## src/design/e2hp_pkg.sv

```systemverilog
`timescale 1ns / 1ps

package e2hp_pkg;

  // Exponent word: signed Q1.62.
  localparam int unsigned X_W    = 64;
  localparam int unsigned X_FRAC = 62;

  // Result word: unsigned Q1.62.
  localparam int unsigned OUT_W = 63;

  // Multiplier slicing: 32-bit limbs, the exponent splits into two of them.
  localparam int unsigned LIMB_W  = 32;
  localparam int unsigned X_LIMBS = X_W / LIMB_W;

  // Integer bits of the accumulator, sign included. Every Horner partial sum
  // stays inside (-8, 8) for any exponent in [-2, 2).
  localparam int unsigned ACC_INT_BITS = 4;

  // Widest accumulator the coefficient function has to produce.
  localparam int unsigned MAX_FRAC_BITS = 160;
  localparam int unsigned MAX_ACC_W     = MAX_FRAC_BITS + ACC_INT_BITS;

  // Scratch width for the coefficient scaling.
  localparam int unsigned COEF_CALC_W = 256;

  // Rounded accumulator after dropping the extra fractional bits.
  localparam int unsigned Q_W = ACC_INT_BITS + X_FRAC;

  // Taylor coefficients ln(2)^k / k!, each one mantissa / 2^shift.
  localparam int unsigned TAB_LEN = 21;

  localparam logic [63:0] COEF_MANT [TAB_LEN] = '{
    64'h8000000000000000, 64'hb17217f7d1cf79ac, 64'hf5fdeffc162c7543,
    64'he35846b82505fc5a, 64'h9d955b7dd273b94e, 64'haec3ff3c53398884,
    64'ha184897c363c3b7a, 64'hffe5fe2c45863436, 64'hb160111d2e411fec,
    64'hda929e9caf3e1ed2, 64'hf267a8ac5c764fb8, 64'hf465639a8dd92608,
    64'he1deb287e14c2f16, 64'hc0b0c98b3687cb14, 64'h98a4b26ac3c54ba0,
    64'he1b7421d82010f34, 64'h9c744d73cfc59c92, 64'hcc2225a0e12d3eab,
    64'hfb8bb5eda1b4aeba, 64'h92d3f65c1ae326d7, 64'ha2d6625a8289ac27
  };

  localparam logic [7:0] COEF_SHIFT [TAB_LEN] = '{
    8'd63,  8'd64,  8'd66,  8'd68,  8'd70,  8'd73,  8'd76,
    8'd80,  8'd83,  8'd87,  8'd91,  8'd95,  8'd99,  8'd103,
    8'd107, 8'd112, 8'd116, 8'd121, 8'd126, 8'd130, 8'd135
  };

  // Coefficient idx with frac_bits fractional bits, rounded to nearest with
  // ties up. Coefficients past the end of the table are zero.
  function automatic logic [MAX_ACC_W-1:0] coef_fixed(int unsigned idx,
                                                      int unsigned frac_bits);
    logic [COEF_CALC_W-1:0] v;
    logic [4:0]             ti;
    int                     e;
    v  = '0;
    ti = idx[4:0];
    e  = 0;
    if (idx < TAB_LEN) begin
      v = COEF_CALC_W'(COEF_MANT[ti]);
      e = int'(frac_bits) - int'(COEF_SHIFT[ti]) + 1;
      if (e >= 0) begin
        v = v << e;
      end else begin
        v = v >> (-e);
      end
      v = v + COEF_CALC_W'(1);
      v = v >> 1;
    end
    return v[MAX_ACC_W-1:0];
  endfunction

endpackage

```

## src/design/e2hp_round.sv

```systemverilog
`timescale 1ns / 1ps

// Rounds the accumulator to Q1.62 (nearest, ties up) and saturates.
module e2hp_round #(
  parameter int unsigned ACC_FRAC_BITS = 128
) (
  input  logic                                                  clk_i,
  input  logic                                                  rst_ni,
  input  logic                                                  en_i,
  input  logic                                                  valid_i,
  input  logic signed [ACC_FRAC_BITS+e2hp_pkg::ACC_INT_BITS-1:0] r_i,
  output logic                                                  valid_o,
  output logic [e2hp_pkg::OUT_W-1:0]                            power_o
);

  localparam int unsigned ACC_W = ACC_FRAC_BITS + e2hp_pkg::ACC_INT_BITS;
  localparam int unsigned Q_W   = e2hp_pkg::Q_W;
  localparam int unsigned OUT_W = e2hp_pkg::OUT_W;
  localparam logic [ACC_W-1:0] HALF =
    ACC_W'(1) << (ACC_FRAC_BITS - e2hp_pkg::X_FRAC - 1);

  logic [ACC_W-1:0] rnd;
  logic [Q_W-1:0]   q;
  logic [OUT_W-1:0] power_d;
  logic [OUT_W-1:0] power_q;
  logic             valid_q;

  // Add half an output step, drop the extra fraction, then clamp.
  always_comb begin
    rnd = r_i + HALF;
    q   = rnd[ACC_W-1 -: Q_W];
    if (q[Q_W-1]) begin
      power_d = '0;
    end else if (|q[Q_W-2:OUT_W]) begin
      power_d = '1;
    end else begin
      power_d = q[OUT_W-1:0];
    end
  end

  always_ff @(posedge clk_i or negedge rst_ni) begin
    if (!rst_ni) begin
      valid_q <= 1'b0;
    end else if (en_i) begin
      valid_q <= valid_i;
    end
  end

  always_ff @(posedge clk_i) begin
    if (en_i) begin
      power_q <= power_d;
    end
  end

  assign valid_o = valid_q;
  assign power_o = power_q;

endmodule

```

## config.mk

```make
export PLATFORM = sky130hd
export DESIGN_NAME = e2hp_round
export DESIGN_NICKNAME = d
export VERILOG_FILES = /design/src/design/e2hp_pkg.sv /design/src/design/e2hp_round.sv
export SDC_FILE = /design/constraint.sdc
export NUM_CORES = 1
export LEC_CHECK = 0
export ABC_AREA = 1
export BUFFER_PORTS_ARGS = -buffer_cell sky130_fd_sc_hd__buf_2
export CAP_MARGIN = 0
export CORE_ASPECT_RATIO = 0.9
export CORE_MARGIN = 4
export CORE_UTILIZATION = 42
export CTS_CLUSTER_SIZE = 14
export DETAILED_ROUTE_END_ITERATION = 16
export GPL_TIMING_DRIVEN = 0
export PLACE_DENSITY = 0.73
export SETUP_SLACK_MARGIN = 0.4
export SYNTH_ARGS = -nofsm -noshare
export SYNTH_HDL_FRONTEND = slang
export SYNTH_SLANG_ARGS = --single-unit
export TNS_END_PERCENT = 10
```

## constraint.sdc

```tcl
create_clock -name clk_i -period 1.1 [get_ports clk_i]
set_clock_uncertainty 0.1 [all_clocks]
set_input_delay 0.22 -clock clk_i [delete_from_list [all_inputs] [get_ports clk_i]]
set_output_delay 0.22 -clock clk_i [all_outputs]
set_load 0.01 [all_outputs]
```

==> results.sh <==
export IMPL_tritoncts="done"
export IMPL_violations="setup timing"
export IMPL_finalSetupViolations=127
export IMPL_max_clock_path_buffers=2
export IMPL_start_kind="input pin"
export IMPL_worstSetupEndpointType="register"
export IMPL_yosys_cell_types_count=26
export IMPL_routedWlPerCell_um=19.1
export IMPL_cts_htree_levels=3
export IMPL_min_path_cells=2
export IMPL_drc=0
export IMPL_clkSinkCount=64
export IMPL_slew_headroom_pct=76.0
export IMPL_yosys_register_bits=64
export IMPL_reg2reg_slack_ns=0.27
export IMPL_vias=5033
export IMPL_stdcell_count=927
export IMPL_grt_overflow=0
export IMPL_clk_latency_ns=0.33
export IMPL_fmax_mhz=572
export IMPL_area_delta_synth_final_pct=68.7
export IMPL_setup_slack_ns=-0.649
export IMPL_core_area_mm2=0.0102
export IMPL_grt_total_usage_pct=25.7
export IMPL_use_met2_pct=41.9
export IMPL_rsz0062_at_grt="yes"
export IMPL_cap_viol_max_count=0
export IMPL_io_pin_count=200
export IMPL_status="finished with violations"
export IMPL_min_delay_path_class="in -> reg"
export IMPL_detail_route_antenna_nets=0
export IMPL_hpwl_um=11800
export IMPL_hold_ws_ns=0.0224
export IMPL_worstSetupPathType="in -> reg"
export IMPL_dp_cells=838
export IMPL_drive_above_1_share_pct=53.1
export IMPL_rows=35
export IMPL_final_cell_mix="nand2_1 (95), nor2_1 (81), buf_2 (80), buf_4 (77), edfxtp_1 (63)"
export IMPL_syn_inst=575
export IMPL_met1_usage_pct=35.0
export IMPL_min_period_ns=1.75
export IMPL_start_util_pct=43.2
export IMPL_io_buffers=134
export IMPL_yosysWarnings=0
export IMPL_slew_violations=0
export IMPL_worst_slew_pin_slew_ns=0.360
export IMPL_die_h_um=105
export IMPL_dr_pass1_iters=8
export IMPL_path_clk_slew_ns=0.06
export IMPL_cts_made_buffers=9
export IMPL_grtUsageMet3_pct=3.90
export IMPL_cts_root_buffer="clkbuf_16"
export IMPL_reg2regPathDepth=1
export IMPL_finalWeightedCongestion=0.975
export IMPL_synth_nets=712
export IMPL_die_w_um=116
export IMPL_first_global_vias=4783
export IMPL_vias_per_cell=5.43
export IMPL_required_ns=1.08
export IMPL_avgSynthCellArea_um2=7.70
export IMPL_final_common_cell="nand2_1"
export IMPL_min_period_over_period_pct=159
export IMPL_ys_seq_area_share_pct=43.3
export IMPL_grt_pass1_wl_um=24200
export IMPL_antenna_found_initial=0
export IMPL_powerDensity_mw_per_mm2=1020
export IMPL_die_area_mm2=0.0123
export IMPL_grt_busiest_layer="met2"
export IMPL_finalHoldViolCount=0
export IMPL_routed_wl_um=17700
export IMPL_first_iter_violations=593
export IMPL_nNetsFinal=930
export IMPL_grt_max_degree=65
export IMPL_crit_arrival_ns=1.73
export IMPL_worstPathMaxFanout=5
export IMPL_p_leak_nw=2.93
export IMPL_worst_ir_drop_vdd_v=0.000703
export IMPL_syn_area_mm2=0.00443
export IMPL_num_antenna_cells=0
-- power by group --
group          total (W)  leakage (nW)  internal [W]  switching [W]
combinational    0.00176          2.16      0.000781       0.000975
sequential       0.00297         0.626       0.00292      0.0000508
clock            0.00286         0.136       0.00173        0.00113
total            0.00759          2.93       0.00543        0.00215
-- Yosys cell counts, drive strengths merged --
cell	n	area [um^2]
o21ai	1	8.76
dfrtp	1	25.0
inv	40	150
a21oi	63	349
edfxtp	63	1890
nand4	3	25.0
nand3b	1	7.51
clkbuf	5	18.8
nand2	167	639
nand3	18	95.1
nor2	143	578
buf	7	81.3
mux2	1	11.3
xor2	18	158
ha	1	12.5
xnor2	43	377
-- area by class of cell --
cell class | instances | area, um^2
tap | 129 | 161
multi-input combinational | 460 | 3130
inverter | 40 | 150
buffer | 12 | 205
timing repair buffer | 206 | 1620
clock inverter | 7 | 62.6
fill | 739 | 2780
clock buffer | 9 | 225
sequential | 64 | 1920
-- cell families (layout without fill, tap and decap cells) --
| kind of cell | Yosys count | in the layout | share of synthesized area [%] |
|---|---|---|---|
| xor gates and xnor gates | 61 | 61 | 12.1 |
| AOI/OAI and AO/OA | 64 | 64 | 8.08 |
| muxes | 1 | 1 | 0.254 |
| and+or+nand+nor | 332 | 333 | 30.4 |
| adders and majority gates | 1 | 1 | 0.283 |
| buffers and inverters | 52 | 274 | 5.65 |
| DFF | 64 | 64 | 43.3 |
-- state kept, by name, summed over array words and instances (netlist names) --
signal and flops:
power_o 63, valid_o 1
-- layer usage --
metal	vias to the layer above	part of all wire [%]	wire (um)
met5	-	0	0
met4	0	2.9	521
li1	2295	-	-
met3	46	7.8	1380
met2	274	49	8640
met1	2418	40	7120
-- worst max-delay path, stage by stage --
cell       delay [ns]
clkbuf_4         0.16
nand2_4          0.08
nor2_4           0.12
nand2_2          0.08
nor2_4           0.14
nand2_2          0.09
nor2_4           0.10
nand3b_1         0.22
buf_6            0.21
nand2_8          0.11
clkbuf_16        0.16
a21oi_1          0.05
-- per-stage QoR --
step	cell area, um^2	setup TNS [ns]	power [W]	setup WS, ns	utilization, %
floorplan	4480	-41.56	0.00359	-0.669	-
global placement	5320	-122.96	0.00412	-1.39	51.9
detailed placement	5320	-131.23	0.00416	-1.42	51.9
CTS	6390	-38.77	0.00721	-0.587	62.3
global route	7470	-46.90	0.00786	-0.684	72.9
finish	7470	-41.27	0.00759	-0.649	72.9
-- timing repair --
action / 4_1_cts / 5_1_grt
gates cloned: 4 / 6
hold endpoints to repair: 1 / 0
setup endpoints to repair: 191 / 128
buffers inserted: 43 / 19
resized for setup: 116 / 246
hold buffers: 1 / 0
pin swaps: 18 / 61
-- final timing paths --
| check | startpoint | to |
|---|---|---|
| min in group asynchronous | rst_ni | valid_o |
| min | valid_i | valid_o |
| min reg2reg | valid_o | valid_o |
| max reg2reg | valid_o | valid_o |
| max | r_i[72] | power_o[61] |
| max in group asynchronous | rst_ni | valid_o |
Note: power is estimated with default switching activity, not from simulation.
