===== config.mk =====
export PLATFORM = sky130hd
export DESIGN_NAME = e2hp_skid
export DESIGN_NICKNAME = d
export VERILOG_FILES = /design/src/design/e2hp_pkg.sv /design/src/design/e2hp_skid.sv
export SDC_FILE = /design/constraint.sdc
export NUM_CORES = 1
export LEC_CHECK = 0
export BUFFER_PORTS_ARGS = -buffer_cell sky130_fd_sc_hd__buf_2
export CORE_MARGIN = 5
export CORE_UTILIZATION = 52
export DETAILED_ROUTE_END_ITERATION = 12
export HOLD_SLACK_MARGIN = 0.05
export PLACE_DENSITY = 0.79
export SETUP_SLACK_MARGIN = 0.02
export SKIP_LAST_GASP = 1
export SYNTH_ARGS = -nofsm -noshare
export SYNTH_HDL_FRONTEND = slang
export SYNTH_SLANG_ARGS = --single-unit

===== constraint.sdc =====
create_clock -name clk_i -period 3.2 [get_ports clk_i]
set_input_delay 0.16 -clock clk_i [delete_from_list [all_inputs] [get_ports clk_i]]
set_output_delay 0.16 -clock clk_i [all_outputs]
set_load 0.02 [all_outputs]

===== src/design/e2hp_pkg.sv =====
`timescale 1ns / 1ps

package e2hp_pkg;

  // Exponent word: signed Q1.62.
  localparam int unsigned X_W    = 64;
  localparam int unsigned X_FRAC = 62;

  // Result word: unsigned Q1.62.
  localparam int unsigned OUT_W = 63;

  // Multiplier slicing: 32-bit limbs, the exponent splits into two of them.
  localparam int unsigned LIMB_W  = 32;
  localparam int unsigned X_LIMBS = X_W / LIMB_W;

  // Integer bits of the accumulator, sign included. Every Horner partial sum
  // stays inside (-8, 8) for any exponent in [-2, 2).
  localparam int unsigned ACC_INT_BITS = 4;

  // Widest accumulator the coefficient function has to produce.
  localparam int unsigned MAX_FRAC_BITS = 160;
  localparam int unsigned MAX_ACC_W     = MAX_FRAC_BITS + ACC_INT_BITS;

  // Scratch width for the coefficient scaling.
  localparam int unsigned COEF_CALC_W = 256;

  // Rounded accumulator after dropping the extra fractional bits.
  localparam int unsigned Q_W = ACC_INT_BITS + X_FRAC;

  // Taylor coefficients ln(2)^k / k!, each one mantissa / 2^shift.
  localparam int unsigned TAB_LEN = 21;

  localparam logic [63:0] COEF_MANT [TAB_LEN] = '{
    64'h8000000000000000, 64'hb17217f7d1cf79ac, 64'hf5fdeffc162c7543,
    64'he35846b82505fc5a, 64'h9d955b7dd273b94e, 64'haec3ff3c53398884,
    64'ha184897c363c3b7a, 64'hffe5fe2c45863436, 64'hb160111d2e411fec,
    64'hda929e9caf3e1ed2, 64'hf267a8ac5c764fb8, 64'hf465639a8dd92608,
    64'he1deb287e14c2f16, 64'hc0b0c98b3687cb14, 64'h98a4b26ac3c54ba0,
    64'he1b7421d82010f34, 64'h9c744d73cfc59c92, 64'hcc2225a0e12d3eab,
    64'hfb8bb5eda1b4aeba, 64'h92d3f65c1ae326d7, 64'ha2d6625a8289ac27
  };

  localparam logic [7:0] COEF_SHIFT [TAB_LEN] = '{
    8'd63,  8'd64,  8'd66,  8'd68,  8'd70,  8'd73,  8'd76,
    8'd80,  8'd83,  8'd87,  8'd91,  8'd95,  8'd99,  8'd103,
    8'd107, 8'd112, 8'd116, 8'd121, 8'd126, 8'd130, 8'd135
  };

  // Coefficient idx with frac_bits fractional bits, rounded to nearest with
  // ties up. Coefficients past the end of the table are zero.
  function automatic logic [MAX_ACC_W-1:0] coef_fixed(int unsigned idx,
                                                      int unsigned frac_bits);
    logic [COEF_CALC_W-1:0] v;
    logic [4:0]             ti;
    int                     e;
    v  = '0;
    ti = idx[4:0];
    e  = 0;
    if (idx < TAB_LEN) begin
      v = COEF_CALC_W'(COEF_MANT[ti]);
      e = int'(frac_bits) - int'(COEF_SHIFT[ti]) + 1;
      if (e >= 0) begin
        v = v << e;
      end else begin
        v = v >> (-e);
      end
      v = v + COEF_CALC_W'(1);
      v = v >> 1;
    end
    return v[MAX_ACC_W-1:0];
  endfunction

endpackage


===== src/design/e2hp_skid.sv =====
`timescale 1ns / 1ps

// Output register with a one-word skid slot. The pipeline moves whenever
// the skid slot is empty, so the stall toward it is a plain flop.
module e2hp_skid (
  input  logic                       clk_i,
  input  logic                       rst_ni,
  input  logic                       s_valid_i,
  input  logic [e2hp_pkg::OUT_W-1:0] s_data_i,
  output logic                       s_full_o,
  output logic                       m_valid_o,
  output logic [e2hp_pkg::OUT_W-1:0] m_data_o,
  input  logic                       m_stall_i
);

  logic                       out_valid_d, out_valid_q;
  logic [e2hp_pkg::OUT_W-1:0] out_d, out_q;
  logic                       skid_valid_d, skid_valid_q;
  logic [e2hp_pkg::OUT_W-1:0] skid_d, skid_q;
  logic                       out_free;

  // The output register frees up when empty or when its word is taken.
  always_comb begin
    out_free     = !out_valid_q || !m_stall_i;
    out_valid_d  = out_valid_q;
    out_d        = out_q;
    skid_valid_d = skid_valid_q;
    skid_d       = skid_q;
    if (out_free) begin
      if (skid_valid_q) begin
        out_d        = skid_q;
        out_valid_d  = 1'b1;
        skid_valid_d = 1'b0;
      end else begin
        out_d       = s_data_i;
        out_valid_d = s_valid_i;
      end
    end else if (s_valid_i && !skid_valid_q) begin
      skid_d       = s_data_i;
      skid_valid_d = 1'b1;
    end
  end

  always_ff @(posedge clk_i or negedge rst_ni) begin
    if (!rst_ni) begin
      out_valid_q  <= 1'b0;
      skid_valid_q <= 1'b0;
    end else begin
      out_valid_q  <= out_valid_d;
      skid_valid_q <= skid_valid_d;
    end
  end

  always_ff @(posedge clk_i) begin
    out_q  <= out_d;
    skid_q <= skid_d;
  end

  assign s_full_o  = skid_valid_q;
  assign m_valid_o = out_valid_q;
  assign m_data_o  = out_q;

endmodule


==> results by group, run 1 <==
Logic synthesis
  • Ranking of synthesized cells by area: edfxtp_1, mux2_4, mux2_2
  • #FFs+latches synth: 128
  • Leading area contributor after synthesis: edfxtp_1
  • Syn_nets: 269
  • Syn_area_per_cell: 23.7 um^2
  • Synthesized instance count: 202
  • Syn. warnings: 0
  • Sequential area share after synthesis: 80.2%
  • Netlist cell types: 10
  • Synthesized cell area: 4780 um^2
  • Post-synth top area share: 79.1%

STA
  • Slew @ Worst Pin: 1.02 ns
  • Clock skew: 0.00992 ns
  • Tmin final: 2.18 ns
  • Hold Slack: 0.388 ns
  • Final worst slack: 1.02 ns
  • Max Freq: 0.458 GHz
  • Total negative slack: 0 ns
  • Max Slew Vio Count: 0
  • Max-slew headroom: 31.8%
  • Fin. Hold Viols: 0
  • Final setup vio count: 0
  • RSZ-0062 raised after global routing: no
  • Final period utilization: 68.2%

Die
  • Initial Utilization: 52.5%
  • I/O pin cnt: 132
  • Core footprint: 9110 um^2
  • Die area: 11200 um^2
  • Die H: 106 um
  • Die X: 106 um
  • Num rows: 35

Cells and area
  • Layout cells sized above 1: 53.1%
  • Final Cell Area: 6760 um^2
  • Fin nets: 483
  • Most frequent cells in the layout: buf_2, edfxtp_1, dlygate4sd3_1, mux2_4, mux2_2
  • FILL cells: 562
  • Layout area overhead: 41.3%
  • Diode count: 0
  • Commonest non-fill, non-tap cell in the layout: buf_2

Setup path
  • Crit path from: s_full_o$_DFFE_PN0P_
  • WP buf/inv: 2
  • Crit-path max cell delay: 0.78 ns
  • Critical Path RT: 3.04 ns
  • Crit path kind: reg -> out
  • Slowest CP cell: buf_4
  • Reg-to-Reg Start: s_full_o$_DFFE_PN0P_
  • CP top delay family: buffers and inverters
  • Reg2reg setup slack: 1.23 ns
  • Critical Path End: s_full_o
  • Startpoint Class: register
  • Cell depth of the worst setup path: 2
  • Worst reg2reg endpoint: m_valid_o$_DFFE_PN0P_
  • CP cell instances: buf_4, buf_2
  • Worst-path fanout max: 66
  • Path depth of the worst reg2reg path: 3
  • Crit. End Element: primary output
  • CP arrival: 2.02 ns

Global routing
  • Antenna violations before repair: 0
  • GRT overflow: 0
  • GRT Overall Usage: 18.1%
  • First-pass GRT wire length: 15200 um
  • Vias in the first global route: 2885
  • Largest net degree at the start of global routing: 67

Pwr
  • Sw power: 0.982 mW
  • Int Pwr: 3.17 mW
  • Leak Pwr: 2.69 nW
  • Pwr/cell area: 615 nW/um^2
  • Clock share of power: 39.4%
  • Combinational share of power: 12.0%
  • Peak VDD IR: 0.000464 V
  • Sequential share of power: 48.6%
  • Sw Share: 23.6%

Clocking
  • H-tree Lvls: 4
  • TritonCTS buffer count: 17
  • Post-CTS setup buffer count: 0
  • Clk buf depth: 2
  • Clock latency on the worst-skew pair: 0.49 ns
  • CTS clk-pin slew, worst paths: 0.06 ns
  • Clock Tree Root: clkbuf_8
  • Resized cells post-CTS: 0
  • CTS tree: yes
  • CTS sink cnt: 128
  • Hold-fix buffers at CTS: 68

Place
  • Routability cong.: 0.709
  • Port bufs: 131
  • DP Wirelength: 5540 um
  • Post-DP Area: 5560 um^2
  • Pre-CTS setup slack: 1.31 ns

Detailed routing
  • Wire length on met2: 5310 um
  • Final antenna-violating net count: 0
  • Met1 wire length: 3800 um
  • Met3 Routed Length: 458 um
  • First DRT Iteration DRCs: 114
  • Drt first pass iters: 4
  • WL/cell: 18.0 um
  • DR vias: 2637
  • Uppermost routed layer: met4
  • DRC: 0
  • WL final: 9700 um
  • Drt via density: 4.88

Run status
  • Outcome: finished clean

Run
  • Max-cap viol count: 0

Hold path
  • Min-delay worst type: in -> reg
[layer usage]
| metal | track usage (%) | up-vias |
|---|---|---|
| met3 | 5.88 | 10 |
| met4 | 6.01 | 0 |
| li1 | - | 1247 |
| met1 | 21.3 | 1292 |
| met5 | 0 | - |
| met2 | 31.5 | 88 |
[registers in the layout, indices dropped and copies added (netlist names)]
| signal | flops |
|---|---|
| m_data_o | 63 |
| skid_q | 63 |
| m_valid_o | 1 |
| s_full_o | 1 |
[worst reg2reg max path, cell delays in order, from the launching register on]
cell and delay [ns]:
dfrtp_4 0.41, buf_4 0.78, a211o_1 0.18, dlygate4sd3_1 0.54
[how the worst min path moves through the flow]
stage / from / end / slack [ns] / depth (start not counted)
2_1_floorplan: rst_ni / m_valid_o$_DFFE_PN0P_ / -0.14 / 0
3_3_place_gp: rst_ni / m_valid_o$_DFFE_PN0P_ / -0.06 / 1
3_5_place_dp: rst_ni / m_valid_o$_DFFE_PN0P_ / -0.05 / 1
4_1_cts: s_data_i[56] / skid_q[56]$_DFFE_PP_ / 0.36 / 2
5_1_grt: s_data_i[23] / skid_q[23]$_DFFE_PP_ / 0.36 / 2
6_report: s_data_i[46] / skid_q[46]$_DFFE_PP_ / 0.39 / 2
[layout make-up]
class | count | area (um^2) | area share, %
repair buffers | 202 | 1380 | 20.5
clock inverters | 14 | 92.6 | 1.37
well taps | 111 | 139 | 2.06
clock buffers | 18 | 418 | 6.19
flip-flops and latches | 128 | 3840 | 56.8
multi-input cells | 67 | 885 | 13.1
[synth_stat cells]
cell	instances
a211o_1	1
nand2_1	1
mux2_2	26
edfxtp_1	126
mux2_4	37
buf_6	5
and4b_1	1
buf_2	2
o211a_1	1
dfrtp_1	2
[power groups by stage]
stage               clock network [mW]  logic, mW  registers, mW
floorplan                            0      0.167           2.16
global placement                     0      0.421           2.05
detailed placement                   0      0.432           2.05
CTS                               1.66      0.499           2.02
global route                      1.77      0.529           2.03
finish                            1.64      0.497           2.02
[through the flow]
step                power (mW)  std cells  utilization, %
CTS                       4.18        540            74.2
global route              4.33        540            74.2
floorplan                 2.32        202               -
global placement          2.47        440            61.1
finish                    4.15        540            74.2
detailed placement        2.48        440            61.1
[cells by family after synthesis]
logic type      Yosys count  share of synthesized area [%]
compound gates            2                          0.393
simple gates              2                          0.288
buf+inv                   7                           1.39
flops                   128                           80.2
mux                      63                           17.7
(Power assumes the default switching activity.)
==> run 2: changes to the inputs <==
clock period = 2.2 ns   (was 3.2 ns; I/O delays follow)
==> run 2 against run 1 <==
Routed wire length fell by 6.5%; sequential cell count did not move; worst setup slack lost 0.47 ns; combinational power is 44% higher; via count decreased by 0.42%; sequential power increased by 46%; cell count up 0.19%; core utilization is 1.3 points higher.
==> results by group, run 2 (synthesized netlist as in run 1, its figures left out) <==
Run status
  • Outcome: finished clean

Cells and area
  • Final Cell Area: 6880 um^2
  • Fin nets: 485
  • Commonest non-fill, non-tap cell in the layout: buf_2
  • Diode count: 0
  • Most frequent cells in the layout: buf_2, edfxtp_1, dlygate4sd3_1, mux2_4, mux2_2
  • Layout area overhead: 43.9%
  • Layout cells sized above 1: 54.0%

Setup path
  • Slowest CP cell: dlygate4sd3_1
  • CP cell instances: buf_4, a211o_1, dlygate4sd3_1
  • Crit. End Element: register
  • CP arrival: 2.03 ns
  • CP top delay family: buffers and inverters
  • Reg-to-Reg Start: s_full_o$_DFFE_PN0P_
  • WP buf/inv: 2
  • Crit-path max cell delay: 0.55 ns
  • Crit path kind: reg -> reg
  • Worst-path fanout max: 24
  • Critical Path RT: 2.57 ns
  • Startpoint Class: register
  • Reg2reg setup slack: 0.55 ns
  • Worst reg2reg endpoint: m_valid_o$_DFFE_PN0P_
  • Path depth of the worst reg2reg path: 3

Pwr
  • Design Power: 6.52 mW
  • Leak Pwr: 2.75 nW
  • Peak VDD IR: 0.000561 V
  • Pwr/cell area: 949 nW/um^2

STA
  • Fin. Hold Viols: 0
  • Final setup vio count: 0
  • Final period utilization: 75.1%
  • Hold Slack: 0.336 ns
  • Total negative slack: 0 ns
  • Max Slew Vio Count: 0
  • Slew @ Worst Pin: 0.422 ns
  • Tmin final: 1.65 ns
  • RSZ-0062 raised after global routing: no
  • Clock skew: 0.00666 ns
  • Max-slew headroom: 71.9%
  • Max Freq: 0.605 GHz

Detailed routing
  • DRC: 0
  • WL final: 9080 um
  • Final antenna-violating net count: 0
  • DR vias: 2626
  • Drt via density: 4.85
  • First DRT Iteration DRCs: 116
  • WL/cell: 16.8 um
  • Drt first pass iters: 4

Die
  • Initial Utilization: 52.5%
  • Die X: 106 um
  • Die H: 106 um
  • Num rows: 35
  • I/O pin cnt: 132
  • Die area: 11200 um^2
  • Core footprint: 9110 um^2

Global routing
  • Largest net degree at the start of global routing: 64
  • GRT Overall Usage: 17.2%
  • GRT overflow: 0
  • First-pass GRT wire length: 14400 um
  • Antenna violations before repair: 0
  • Vias in the first global route: 2884

Place
  • Port bufs: 131
  • DP Wirelength: 5340 um
  • Post-DP Area: 5580 um^2
  • Routability cong.: 0.706

Run
  • Max-cap viol count: 0

Clocking
  • CTS tree: yes
  • H-tree Lvls: 4
  • CTS sink cnt: 128
  • Clock latency on the worst-skew pair: 0.50 ns
  • TritonCTS buffer count: 17
  • Clock Tree Root: clkbuf_8
  • CTS clk-pin slew, worst paths: 0.06 ns
  • Clk buf depth: 2

Hold path
  • Min-delay worst type: in -> reg
  • Hold Startpoint: s_data_i[51]
  • Hold Crit Endpoint: skid_q[51]$_DFFE_PP_
  • Hold Path Depth: 2
## run 2: cell count changes in the layout (fill, tap and decap cells not counted)
cell        previous run  this run
clkinvlp_4             3         1
clkbuf_1               1         0
inv_6                  3         6
and4b_2                1         0
clkinv_1               3         1
and4b_4                0         1
buf_4                  1         3
clkinv_2               3         0
bufinv_16              0         4
## run 2: what timing repair did
action | 4_1_cts | 5_1_grt
hold endpoints to repair | 130 | 0
hold buffers | 68 | 0
gates resized for setup | 0 | 0
setup buffers | 0 | 0
## run 2: where the power goes
part	total, mW	switching [mW]	internal [mW]
Sequential	2.94	0.0476	2.89
Clock	2.87	1.01	1.85
Combinational	0.718	0.371	0.347
Total	6.52	1.43	5.09
## run 2: worst max-delay path by stage
| stage | cells after the start | from | endpoint | slack, ns |
|---|---|---|---|---|
| 6_report | 3 | s_full_o$_DFFE_PN0P_ | m_valid_o$_DFFE_PN0P_ | 0.55 |
| 5_1_grt | 3 | s_full_o$_DFFE_PN0P_ | m_valid_o$_DFFE_PN0P_ | 0.52 |
| 4_1_cts | 3 | s_full_o$_DFFE_PN0P_ | m_valid_o$_DFFE_PN0P_ | 0.55 |
| 3_5_place_dp | 2 | s_full_o$_DFFE_PN0P_ | skid_q[13]$_DFFE_PP_ | 0.71 |
| 3_3_place_gp | 2 | s_full_o$_DFFE_PN0P_ | skid_q[43]$_DFFE_PP_ | 0.73 |
| 2_1_floorplan | 3 | s_full_o$_DFFE_PN0P_ | skid_q[0]$_DFFE_PP_ | 0.24 |
## run 2: layout make-up
cell class	instances	area, um^2
fill	541	2230
tap	111	139
multi-input combinational	67	887
clock buffer	17	414
sequential	128	3840
clock inverter	14	201
timing repair buffer	204	1400
## run 2: layer usage
metal  track usage (%)  vias to the layer above  share of wire [%]
li1                  -                     1250                  -
met1              18.9                     1286                 38
met2              30.9                       80                 55
met3              5.27                       10                5.2
met4              7.03                        0                1.4
met5                 0                        -                  0
## run 2: stage by stage
step	cells	setup slack (ns)	utilization, %
after global routing	541	0.521	75.5
after detailed placement	442	0.707	61.3
after CTS	541	0.552	75.5
final	541	0.547	75.5
after global placement	442	0.726	61.3
after floorplan	202	0.237	-
==> run 3: changes to the inputs <==
CORE_UTILIZATION = 47   (was 52)
PLACE_DENSITY = 0.76   (was 0.79)
clock period = 1.5 ns   (was 2.2 ns; I/O delays follow)
==> run 3 against run 2 <==
Clock skew is 0.00067 ns lower; hold slack worse by 0.031 ns; largest power group unchanged; critical path depth fell by 1; sequential cell count is the same; core utilization shrank 5.5 points; final area rose by 0.38%; global-route usage shrank 0.96 points; sequential power is 47% higher; routed wire length rose by 4.0%.
==> results by group, run 3 (synthesized netlist as in run 1, its figures left out) <==
Clocking
  • CTS clk-pin slew, worst paths: 0.06 ns
  • Clock latency on the worst-skew pair: 0.49 ns
  • CTS sink cnt: 128
  • Clk buf depth: 2
  • H-tree Lvls: 4
  • TritonCTS buffer count: 17
  • CTS tree: yes
  • Clock Tree Root: clkbuf_8

Detailed routing
  • First DRT Iteration DRCs: 116
  • WL final: 9440 um
  • DRC: 0
  • Drt via density: 4.70
  • Final antenna-violating net count: 0
  • WL/cell: 16.7 um
  • Drt first pass iters: 5
  • DR vias: 2660

STA
  • Fin. Hold Viols: 0
  • Hold Slack: 0.305 ns
  • Max Freq: 0.689 GHz
  • Tmin final: 1.45 ns
  • Final worst slack: 0.0481 ns
  • RSZ-0062 raised after global routing: yes
  • Clock skew: 0.00600 ns
  • Final period utilization: 96.8%
  • Max-slew headroom: 82.0%
  • Max Slew Vio Count: 0
  • Final setup vio count: 0
  • Slew @ Worst Pin: 0.269 ns

Die
  • Initial Utilization: 48.5%
  • Die area: 12300 um^2
  • Core footprint: 9860 um^2
  • Die X: 111 um
  • Num rows: 36
  • I/O pin cnt: 132
  • Die H: 111 um

Setup path
  • Path depth of the worst reg2reg path: 2
  • Worst-path fanout max: 35
  • Reg2reg setup slack: 0.05 ns
  • Critical Path RT: 1.69 ns
  • Crit. End Element: register
  • Crit path kind: reg -> reg
  • Worst reg2reg endpoint: skid_q[61]$_DFFE_PP_
  • Reg-to-Reg Start: s_full_o$_DFFE_PN0P_
  • CP arrival: 1.64 ns
  • Startpoint Class: register

Cells and area
  • Layout area overhead: 44.4%
  • FILL cells: 619
  • Final Core Density: 70.0%
  • Most frequent cells in the layout: buf_2, edfxtp_1, dlygate4sd3_1, mux2_4, mux2_2
  • Commonest non-fill, non-tap cell in the layout: buf_2
  • Final Cell Area: 6900 um^2
  • Final non-filler cell total: 566
  • Fin nets: 487
  • Diode count: 0
  • Layout cells sized above 1: 53.6%

Run status
  • Outcome: finished clean

Hold path
  • Min-delay worst type: in -> reg
  • Hold Startpoint: s_data_i[55]
  • Hold Path Depth: 2
  • Hold Crit Endpoint: skid_q[55]$_DFFE_PP_

Run
  • Max-cap viol count: 0

Global routing
  • Largest net degree at the start of global routing: 42
  • GRT Overall Usage: 16.2%
  • Antenna violations before repair: 0
  • GRT overflow: 0
  • First-pass GRT wire length: 15600 um
  • Vias in the first global route: 2988

Place
  • Port bufs: 131
  • Routability cong.: 0.760
  • Post-DP Area: 5670 um^2
  • Pre-CTS setup slack: 0.0781 ns
  • Placed insts: 465
  • DP Wirelength: 5460 um

Pwr
  • Peak VDD IR: 0.000862 V
  • Leak Pwr: 2.75 nW
  • Pwr/cell area: 1300 nW/um^2
==> run 3: metal layers <==
layer / track usage, % / up-vias / routed length [um]
li1: - / 1249 / -
met1: 19.2 / 1308 / 3880
met2: 27.4 / 94 / 4910
met3: 5.08 / 9 / 545
met4: 6.81 / 0 / 102
met5: 0 / - / 0
==> run 3: cell type report <==
| class | instances | area (um^2) | share of cell area, % |
|---|---|---|---|
| Clock buffer | 19 | 422 | 6.11 |
| Tap cell | 133 | 166 | 2.41 |
| Sequential cell | 128 | 3840 | 55.6 |
| Multi-Input combinational cell | 67 | 887 | 12.8 |
| Timing Repair Buffer | 206 | 1490 | 21.6 |
| Clock inverter | 13 | 97.6 | 1.41 |
==> run 3: through the flow <==
stage | power, mW | TNS, ns
after floorplan | 4.96 | -38.56
after global placement | 5.30 | 0
after detailed placement | 5.33 | 0
after CTS | 9.09 | 0
after global routing | 9.38 | 0
final | 9.00 | 0
==> run 3: critical path, cell delays in order (launching register included) <==
cell and delay, ns:
dfrtp_4 0.52, and4b_4 0.39, buf_12 0.22
==> run 3: what timing repair did <==
item                       4_1_cts  5_1_grt
setup endpoints to repair        1        1
gates cloned                     1        0
resized for setup                1        0
hold buffers                    67        0
hold endpoints to repair       130        0
buffers inserted                 1        0
==> run 3: how the worst max path moves through the flow <==
| stage | from | end | slack, ns | depth (start not counted) |
|---|---|---|---|---|
| after floorplan | s_full_o$_DFFE_PN0P_ | skid_q[0]$_DFFE_PP_ | -0.43 | 3 |
| after global placement | s_full_o$_DFFE_PN0P_ | skid_q[33]$_DFFE_PP_ | 0.09 | 2 |
| after detailed placement | s_full_o$_DFFE_PN0P_ | skid_q[37]$_DFFE_PP_ | 0.08 | 2 |
| after CTS | s_full_o$_DFFE_PN0P_ | s_full_o | 0.02 | 2 |
| after global routing | s_full_o$_DFFE_PN0P_ | s_full_o | 0.009 | 2 |
| final | s_full_o$_DFFE_PN0P_ | skid_q[61]$_DFFE_PP_ | 0.05 | 2 |
==> run 3: power breakdown <==
part | switching (mW) | leakage (nW) | internal [mW]
registers | 0.0727 | 1.23 | 4.24
clock network | 1.43 | 0.250 | 2.16
logic | 0.548 | 1.27 | 0.549
